File: src/sv/rvdec_pkg.sv
// Package for the RV32IM instruction decoder: opcode and funct7 codes,
// format classes, operation numbers and the per-funct3 operation tables.
// No dependencies.
package rvdec_pkg;

	localparam logic [6:0] OPC_REG    = 7'b0110011;
	localparam logic [6:0] OPC_IMM    = 7'b0010011;
	localparam logic [6:0] OPC_LOAD   = 7'b0000011;
	localparam logic [6:0] OPC_JALR   = 7'b1100111;
	localparam logic [6:0] OPC_STORE  = 7'b0100011;
	localparam logic [6:0] OPC_BRANCH = 7'b1100011;
	localparam logic [6:0] OPC_LUI    = 7'b0110111;
	localparam logic [6:0] OPC_AUIPC  = 7'b0010111;
	localparam logic [6:0] OPC_JAL    = 7'b1101111;

	localparam logic [6:0] F7_BASE   = 7'b0000000;
	localparam logic [6:0] F7_MULDIV = 7'b0000001;
	localparam logic [6:0] F7_ALT    = 7'b0100000;

	localparam logic [2:0] F3_SLL = 3'd1;
	localparam logic [2:0] F3_SRL = 3'd5;

	localparam logic [31:0] UPPER_MASK = 32'hFFFFF000;

	typedef enum logic [2:0] {
		FMT_R   = 3'd0,
		FMT_IC  = 3'd1,
		FMT_IL  = 3'd2,
		FMT_S   = 3'd3,
		FMT_B   = 3'd4,
		FMT_U   = 3'd5,
		FMT_J   = 3'd6,
		FMT_UNK = 3'd7
	} fmt_t;

	typedef enum logic [5:0] {
		OP_UNKNOWN = 6'd0,
		OP_MUL     = 6'd1,
		OP_MULH    = 6'd2,
		OP_MULHSU  = 6'd3,
		OP_MULHU   = 6'd4,
		OP_DIV     = 6'd5,
		OP_DIVU    = 6'd6,
		OP_REM     = 6'd7,
		OP_REMU    = 6'd8,
		OP_ADD     = 6'd9,
		OP_SLL     = 6'd10,
		OP_SLT     = 6'd11,
		OP_SLTU    = 6'd12,
		OP_XOR     = 6'd13,
		OP_SRL     = 6'd14,
		OP_OR      = 6'd15,
		OP_AND     = 6'd16,
		OP_SUB     = 6'd17,
		OP_SRA     = 6'd18,
		OP_ADDI    = 6'd19,
		OP_ORI     = 6'd20,
		OP_ANDI    = 6'd21,
		OP_SLLI    = 6'd22,
		OP_SRAI    = 6'd23,
		OP_SRLI    = 6'd24,
		OP_SLTI    = 6'd25,
		OP_SLTIU   = 6'd26,
		OP_XORI    = 6'd27,
		OP_LB      = 6'd28,
		OP_LH      = 6'd29,
		OP_LW      = 6'd30,
		OP_LBU     = 6'd31,
		OP_LHU     = 6'd32,
		OP_JALR    = 6'd33,
		OP_SB      = 6'd34,
		OP_SH      = 6'd35,
		OP_SW      = 6'd36,
		OP_BEQ     = 6'd37,
		OP_BNE     = 6'd38,
		OP_BLT     = 6'd39,
		OP_BGE     = 6'd40,
		OP_BLTU    = 6'd41,
		OP_BGEU    = 6'd42,
		OP_LUI     = 6'd43,
		OP_AUIPC   = 6'd44,
		OP_JAL     = 6'd45
	} op_t;

	function automatic op_t op_muldiv(input logic [2:0] f3);
		op_t r;
		unique case (f3)
			3'd0: r = OP_MUL;
			3'd1: r = OP_MULH;
			3'd2: r = OP_MULHSU;
			3'd3: r = OP_MULHU;
			3'd4: r = OP_DIV;
			3'd5: r = OP_DIVU;
			3'd6: r = OP_REM;
			default: r = OP_REMU;
		endcase
		return r;
	endfunction

	function automatic op_t op_base(input logic [2:0] f3);
		op_t r;
		unique case (f3)
			3'd0: r = OP_ADD;
			3'd1: r = OP_SLL;
			3'd2: r = OP_SLT;
			3'd3: r = OP_SLTU;
			3'd4: r = OP_XOR;
			3'd5: r = OP_SRL;
			3'd6: r = OP_OR;
			default: r = OP_AND;
		endcase
		return r;
	endfunction

	function automatic op_t op_alt(input logic [2:0] f3);
		op_t r;
		unique case (f3)
			3'd0: r = OP_SUB;
			3'd5: r = OP_SRA;
			default: r = OP_UNKNOWN;
		endcase
		return r;
	endfunction

	function automatic op_t op_imm(input logic [2:0] f3);
		op_t r;
		unique case (f3)
			3'd0: r = OP_ADDI;
			3'd1: r = OP_SLLI;
			3'd2: r = OP_SLTI;
			3'd3: r = OP_SLTIU;
			3'd4: r = OP_XORI;
			3'd5: r = OP_SRLI;
			3'd6: r = OP_ORI;
			default: r = OP_ANDI;
		endcase
		return r;
	endfunction

	function automatic op_t op_load(input logic [2:0] f3);
		op_t r;
		unique case (f3)
			3'd0: r = OP_LB;
			3'd1: r = OP_LH;
			3'd2: r = OP_LW;
			3'd4: r = OP_LBU;
			3'd5: r = OP_LHU;
			default: r = OP_UNKNOWN;
		endcase
		return r;
	endfunction

	function automatic op_t op_store(input logic [2:0] f3);
		op_t r;
		unique case (f3)
			3'd0: r = OP_SB;
			3'd1: r = OP_SH;
			3'd2: r = OP_SW;
			default: r = OP_UNKNOWN;
		endcase
		return r;
	endfunction

	function automatic op_t op_branch(input logic [2:0] f3);
		op_t r;
		unique case (f3)
			3'd0: r = OP_BEQ;
			3'd1: r = OP_BNE;
			3'd4: r = OP_BLT;
			3'd5: r = OP_BGE;
			3'd6: r = OP_BLTU;
			3'd7: r = OP_BGEU;
			default: r = OP_UNKNOWN;
		endcase
		return r;
	endfunction

endpackage

File: src/sv/rv32im_instruction_decoder.sv
// RV32IM instruction decoder: input register, decode logic, result register.
// Depends on rvdec_pkg.
//
// One instruction word is taken on each clock edge where start is high
// (busy is always low); it passes through the input and result registers,
// and its decoded fields then appear on the result ports with done high
// for one cycle. The decoder is fully pipelined: a new request may follow
// in every cycle, and the results come out in request order. The receiver
// cannot stall the output; every result must be taken in the cycle it is
// shown. Unknown encodings give format 7, operation 0 and a zero immediate;
// register-register instructions also give a zero immediate.
module rv32im_instruction_decoder (
	input  logic               clk,
	input  logic               arst_n,
	input  logic               start,
	output logic               busy,
	input  logic [31:0]        instr_word,
	output logic               done,
	output logic [6:0]         major_opcode,
	output logic [4:0]         dest_reg,
	output logic [2:0]         func3_field,
	output logic [4:0]         src1_reg,
	output logic [4:0]         src2_reg,
	output logic [6:0]         func7_field,
	output logic [2:0]         format_class,
	output logic [5:0]         operation,
	output logic signed [31:0] immediate
);

	logic                 valid_s1;
	logic [31:0]          instr_s1;
	logic                 valid_s2;
	logic [31:0]          instr_s2;
	rvdec_pkg::fmt_t      fmt_s2;
	rvdec_pkg::op_t       op_s2;
	logic [31:0]          imm_s2;

	logic [6:0]           opc;
	logic [2:0]           f3;
	logic [6:0]           f7;
	rvdec_pkg::fmt_t      fmt_raw;
	rvdec_pkg::op_t       op_raw;
	logic [31:0]          imm_raw;
	rvdec_pkg::fmt_t      fmt_d;
	logic [31:0]          imm_d;
	logic [31:0]          imm_i;
	logic [31:0]          imm_sv;
	logic [31:0]          imm_b;
	logic [31:0]          imm_j;
	logic [31:0]          imm_u;
	logic [31:0]          shamt;

	assign busy = 1'b0;

	always_ff @(posedge clk or negedge arst_n) begin
		if (!arst_n) begin
			valid_s1 <= 1'b0;
		end else begin
			valid_s1 <= start;
		end
	end

	always_ff @(posedge clk) begin
		if (start) begin
			instr_s1 <= instr_word;
		end
	end

	assign opc = instr_s1[6:0];
	assign f3  = instr_s1[14:12];
	assign f7  = instr_s1[31:25];

	assign imm_i  = {{20{instr_s1[31]}}, instr_s1[31:20]};
	assign imm_sv = {{20{instr_s1[31]}}, instr_s1[31:25], instr_s1[11:7]};
	assign imm_b  = {{20{instr_s1[31]}}, instr_s1[7], instr_s1[30:25],
			instr_s1[11:8], 1'b0};
	assign imm_j  = {{12{instr_s1[31]}}, instr_s1[19:12], instr_s1[20],
			instr_s1[30:21], 1'b0};
	assign imm_u  = instr_s1 & rvdec_pkg::UPPER_MASK;
	assign shamt  = {27'd0, instr_s1[24:20]};

	always_comb begin
		fmt_raw = rvdec_pkg::FMT_UNK;
		op_raw  = rvdec_pkg::OP_UNKNOWN;
		imm_raw = 32'd0;
		unique case (opc)
			rvdec_pkg::OPC_REG: begin
				fmt_raw = rvdec_pkg::FMT_R;
				if (f7 == rvdec_pkg::F7_MULDIV) begin
					op_raw = rvdec_pkg::op_muldiv(f3);
				end else if (f7 == rvdec_pkg::F7_BASE) begin
					op_raw = rvdec_pkg::op_base(f3);
				end else if (f7 == rvdec_pkg::F7_ALT) begin
					op_raw = rvdec_pkg::op_alt(f3);
				end
			end
			rvdec_pkg::OPC_IMM: begin
				fmt_raw = rvdec_pkg::FMT_IC;
				op_raw  = rvdec_pkg::op_imm(f3);
				imm_raw = imm_i;
				if (f3 == rvdec_pkg::F3_SRL && f7 == rvdec_pkg::F7_ALT) begin
					op_raw = rvdec_pkg::OP_SRAI;
				end
				if (f3 == rvdec_pkg::F3_SLL || f3 == rvdec_pkg::F3_SRL) begin
					imm_raw = shamt;
				end
			end
			rvdec_pkg::OPC_LOAD: begin
				fmt_raw = rvdec_pkg::FMT_IL;
				op_raw  = rvdec_pkg::op_load(f3);
				imm_raw = imm_i;
			end
			rvdec_pkg::OPC_JALR: begin
				fmt_raw = rvdec_pkg::FMT_IL;
				op_raw  = rvdec_pkg::OP_JALR;
				imm_raw = imm_i;
			end
			rvdec_pkg::OPC_STORE: begin
				fmt_raw = rvdec_pkg::FMT_S;
				op_raw  = rvdec_pkg::op_store(f3);
				imm_raw = imm_sv;
			end
			rvdec_pkg::OPC_BRANCH: begin
				fmt_raw = rvdec_pkg::FMT_B;
				op_raw  = rvdec_pkg::op_branch(f3);
				imm_raw = imm_b;
			end
			rvdec_pkg::OPC_LUI: begin
				fmt_raw = rvdec_pkg::FMT_U;
				op_raw  = rvdec_pkg::OP_LUI;
				imm_raw = imm_u;
			end
			rvdec_pkg::OPC_AUIPC: begin
				fmt_raw = rvdec_pkg::FMT_U;
				op_raw  = rvdec_pkg::OP_AUIPC;
				imm_raw = imm_u;
			end
			rvdec_pkg::OPC_JAL: begin
				fmt_raw = rvdec_pkg::FMT_J;
				op_raw  = rvdec_pkg::OP_JAL;
				imm_raw = imm_j;
			end
			default: begin
				fmt_raw = rvdec_pkg::FMT_UNK;
			end
		endcase
	end

	// drop the immediate for unknown and register-register encodings; unknown ones also get the unknown format
	always_comb begin
		fmt_d = fmt_raw;
		imm_d = imm_raw;
		if (op_raw == rvdec_pkg::OP_UNKNOWN) begin
			fmt_d = rvdec_pkg::FMT_UNK;
			imm_d = 32'd0;
		end
		if (fmt_d == rvdec_pkg::FMT_R) begin
			imm_d = 32'd0;
		end
	end

	always_ff @(posedge clk or negedge arst_n) begin
		if (!arst_n) begin
			valid_s2 <= 1'b0;
		end else begin
			valid_s2 <= valid_s1;
		end
	end

	always_ff @(posedge clk) begin
		if (valid_s1) begin
			instr_s2 <= instr_s1;
			fmt_s2   <= fmt_d;
			op_s2    <= op_raw;
			imm_s2   <= imm_d;
		end
	end

	assign done         = valid_s2;
	assign major_opcode = instr_s2[6:0];
	assign dest_reg     = instr_s2[11:7];
	assign func3_field  = instr_s2[14:12];
	assign src1_reg     = instr_s2[19:15];
	assign src2_reg     = instr_s2[24:20];
	assign func7_field  = instr_s2[31:25];
	assign format_class = fmt_s2;
	assign operation    = op_s2;
	assign immediate    = $signed(imm_s2);

endmodule

File: config.mk
export PLATFORM = sky130hd
export DESIGN_NAME = rv32im_instruction_decoder
export DESIGN_NICKNAME = d
export VERILOG_FILES = /design/src/sv/rvdec_pkg.sv /design/src/sv/rv32im_instruction_decoder.sv
export SDC_FILE = /design/constraint.sdc
export NUM_CORES = 1
export LEC_CHECK = 0
export BUFFER_PORTS_ARGS = -buffer_cell sky130_fd_sc_hd__buf_2
export CELL_PAD_IN_SITES_DETAIL_PLACEMENT = 1
export CELL_PAD_IN_SITES_GLOBAL_PLACEMENT = 1
export CORE_ASPECT_RATIO = 2
export CORE_UTILIZATION = 25
export DETAILED_ROUTE_END_ITERATION = 6
export PLACE_DENSITY = 0.56
export SLEW_MARGIN = 0
export SYNTH_ARGS = -nofsm -noshare
export SYNTH_HDL_FRONTEND = slang
export SYNTH_SLANG_ARGS = --single-unit
File: constraint.sdc
create_clock -name clk -period 2.9 [get_ports clk]
set_input_delay 0.58 -clock clk [delete_from_list [all_inputs] [get_ports clk]]
set_output_delay 0.58 -clock clk [all_outputs]
set_load 0.1 [all_outputs]
==> impl_summary.txt <==
----------------------------------------------------
[Die]
  Full die area ... 18400 um2
  Floorplan Core Area ... 17400 um2
  Height of the chip ... 191 um
  Count of boundary I/O pins ... 110
  Number of standard-cell rows in the floorplan ... 68
  Effective utilization at floorplan ... 25.7%
  Die Wd ... 96.4 um

[Global route]
  Maximum number of pins on one net before global-route repair ... 75
  Met1 usage ... 14.7%
  Total grt overflow ... 0
  Number of global-route vias before repair ... 3327
  Met3 demand-to-capacity share in global routing ... 1.99%
  Antenna violations before repair ... 0
  Global-route track usage on met2 ... 28.9%
  First-pass GRT wire length ... 19600 um
  Overall routing resource usage ... 15.1%
  Gr busiest metal ... met2

[Worst setup path]
  FF-to-FF End ... format_class[2]
  Category of the worst setup path capture point ... register
  Worst Setup Start Kind ... register
  Cell Chain, Critical Path ... nand4b_1, nand4b_1, nor4_1, nor2_1, nor4b_4, buf_4, a211o_1
  CP Max Fanout ... 8
  Crit path arrival time ... 2820 ps
  Most frequent cell on the critical path ... nand4b_1
  CP peak stage delay ... 510 ps
  RR Startpoint ... instr_s1[3]
  Crit Path Category ... register to register
  Launch point of the critical path ... instr_s1[3]
  Reg2Reg Depth ... 7
  Minimum setup slack among reg-to-reg paths ... 180 ps
  Critical path capture point ... format_class[2]
  Slowest stage cell on the critical path ... edfxtp_1
  Data required, critical path ... 3010 ps

[Finish]
  # fillers ... 1916
  Area added between synthesis and finish ... 28.0%
  Area used by sequential logic in the layout ... 3210 um2
  Final antenna diode count ... 0
  Number of nets in the final layout ... 491
  Fraction of layout cells with a size suffix above 1 ... 36.1%
  Total area of multi-input combinational cells ... 1130 um2
  Final core utilization ... 32.8%

[STA]
  Final hold violations ... 0
  Slew at the pin with the worst max-slew slack ... 1020 ps
  Fmax ... 0.368 GHz
  Final critical-path share of the clock period ... 93.6%
  Pins Over Slew Limit ... 0
  Post-route setup TNS ... 0 ps
  Slew headroom ... 31.8%
  Setup repair after global routing missed its margin ... no
  Number of endpoints failing setup at the final stage ... 0
  Worst-case clock skew ... 7.28 ps
  Clock period minus worst slack ... 2720 ps
  Final WS setup ... 185 ps

[Placement]
  Setup slack after placement ... 190 ps
  HPWL Detailed ... 10100 um
  Routability Congestion ... 0.866
  Port bufs ... 108

[Logic synthesis]
  Sequential area share after synthesis ... 71.9%
  Net count after synthesis ... 357
  Async S/R FF share, synth ... 1.87%
  Top post-synthesis cells by area ... edfxtp_1 (71%), a21oi_1 (3.0%), nand2_1 (2.9%)
  Post-synthesis sequential element count ... 107
  Library cell occupying the most area in the post-synthesis netlist ... edfxtp_1
  Total number of yosys warnings ... 0
  Mean instance size in the synthesized netlist ... 14.0 um2
  Most common cell in the netlist ... edfxtp_1
  Cell area after synthesis ... 4450 um2
  Most used flip-flop cell after synthesis ... edfxtp_1
  EDFF count, synth ... 105
  Synth cell count leaders ... edfxtp_1 (105), nand2_1 (34), a21oi_1 (27), nor2_1 (27), nand3_1 (13)
  Syn Inst Count ... 318
  Synth top area share ... 70.8%
  Count of different cell masters after synthesis ... 52

[CTS]
  Total of cells resized after clock tree synthesis ... 0
  CTS tree ... done
  TritonCTS sink count ... 107
  Clock root buffer ... clkbuf_16
  Maximum root-to-sink buffer count ... 2
  Worst skew pair latency ... 360 ps
  Deepest level of the CTS H-tree ... 3
  Clock transition at path regs ... 80 ps
  Inserted Clock Buffers ... 9

[Power]
  Static power due to leakage ... 0.00211 uW
  Power density over cell area ... 714 nW/um2
  Worst IR drop on VDD ... 0.230 mV

[Drt]
  Total routed wirelength ... 13400 um
  Initial DRT Pass Iterations ... 6
  Drt drc ... 0
  Total number of vias ... 3139
  Violation count after the first detailed-route iteration ... 116
  Remaining antenna violation count after routing ... 0
  Average routed wire per standard cell ... 20.0 um
  Avg Vias per Cell ... 4.71

[Job]
  Max-cap check violation count ... 0

[Hold path]
  Worst hold path cell count ... 1
  Kind of path behind the tightest hold check ... primary input to register

[Status]
  Status ... completed

----------------------------------------------------
cell families after synthesis:
family                     synth area share (%)
DFF                                        71.9
adders and majority gates                  1.12
other                                    0.0842
xor gates and xnor gates                  0.393
muxes                                     0.225
and+or+nand+nor                            13.8
AOI/OAI and AO/OA                          9.58
buffers and inverters                      2.89
worst min path at each step:
| stage | end | start | slack, ps |
|---|---|---|---|
| finish | instr_s1[3] | instr_word[3] | 390 |
| global route | instr_s1[3] | instr_word[3] | 380 |
| CTS | instr_s1[30] | instr_word[30] | 380 |
| detailed placement | done | arst_n | 370 |
| global placement | done | arst_n | 360 |
| floorplan | done | arst_n | 280 |
worst max-delay path: cells and delay by family, from the launching register on:
kind                   cells  cell delay (ps)
and+or+nand+nor            5             1500
buffers and inverters      1              170
AOI/OAI and AO/OA          1              280
DFF                        1              510
stage by stage:
stage	instances	cell area, um2	hold slack (ps)	power, uW
after detailed placement	649	5390	371	2900
after CTS	666	5690	381	4130
final	667	5700	393	4070
after global placement	649	5390	364	2890
after floorplan	318	4450	284	2670
after global routing	667	5700	384	4210
metal layers:
layer	share of wire, %	wire length [um]
met5	0	0
met2	59	7860
met3	3.0	402
met1	34	4560
met4	4.0	531
layout make-up:
class                           count  area share [%]
Multi-Input combinational cell    189            19.8
Clock inverter                      7            1.27
Timing Repair Buffer              141            13.9
Tap cell                          210            4.61
Clock buffer                        9            3.95
Inverter                            4           0.263
Sequential cell                   107            56.3
power by group:
group	switching, uW	total (uW)	leakage (uW)	internal [uW]
Clock	604	1210	0.000143	608
Sequential	84.3	1920	0.00104	1830
Combinational	783	941	0.000928	158
Total	1470	4070	0.00211	2600
cells in the final DEF (no fill, tap or decap), types with 2 or more instances in the layout:
cell type	count
xnor2_1	2
o21ai_0	5
or4_1	2
nand4b_1	2
nor3_1	6
o21bai_1	2
o31ai_1	4
nor2b_1	4
nor2_1	27
clkbuf_16	9
buf_4	32
clkinv_4	2
ha_1	4
a211o_1	2
a22oi_1	6
nand2_1	34
a31oi_1	3
inv_8	2
or3_1	4
edfxtp_1	105
a21oi_1	27
nand2b_1	7
buf_2	108
nand3b_2	2
nor4_1	4
o32ai_1	3
nand3_1	13
inv_1	4
nand4bb_1	2
what timing repair did:
item	in CTS	in global routing
buffers inserted	0	1
hold buffers	1	0
endpoints found under the hold margin	2	0
endpoints found under the setup margin	0	1
flip-flops by register name, indices dropped and copies added (netlist names):
signal / cells
valid_s1: 1
done: 1
instr_s1: 32
format_class: 3
operation: 6
immediate: 32
instr_s2: 32
Note: power is estimated with default switching activity, not from simulation.
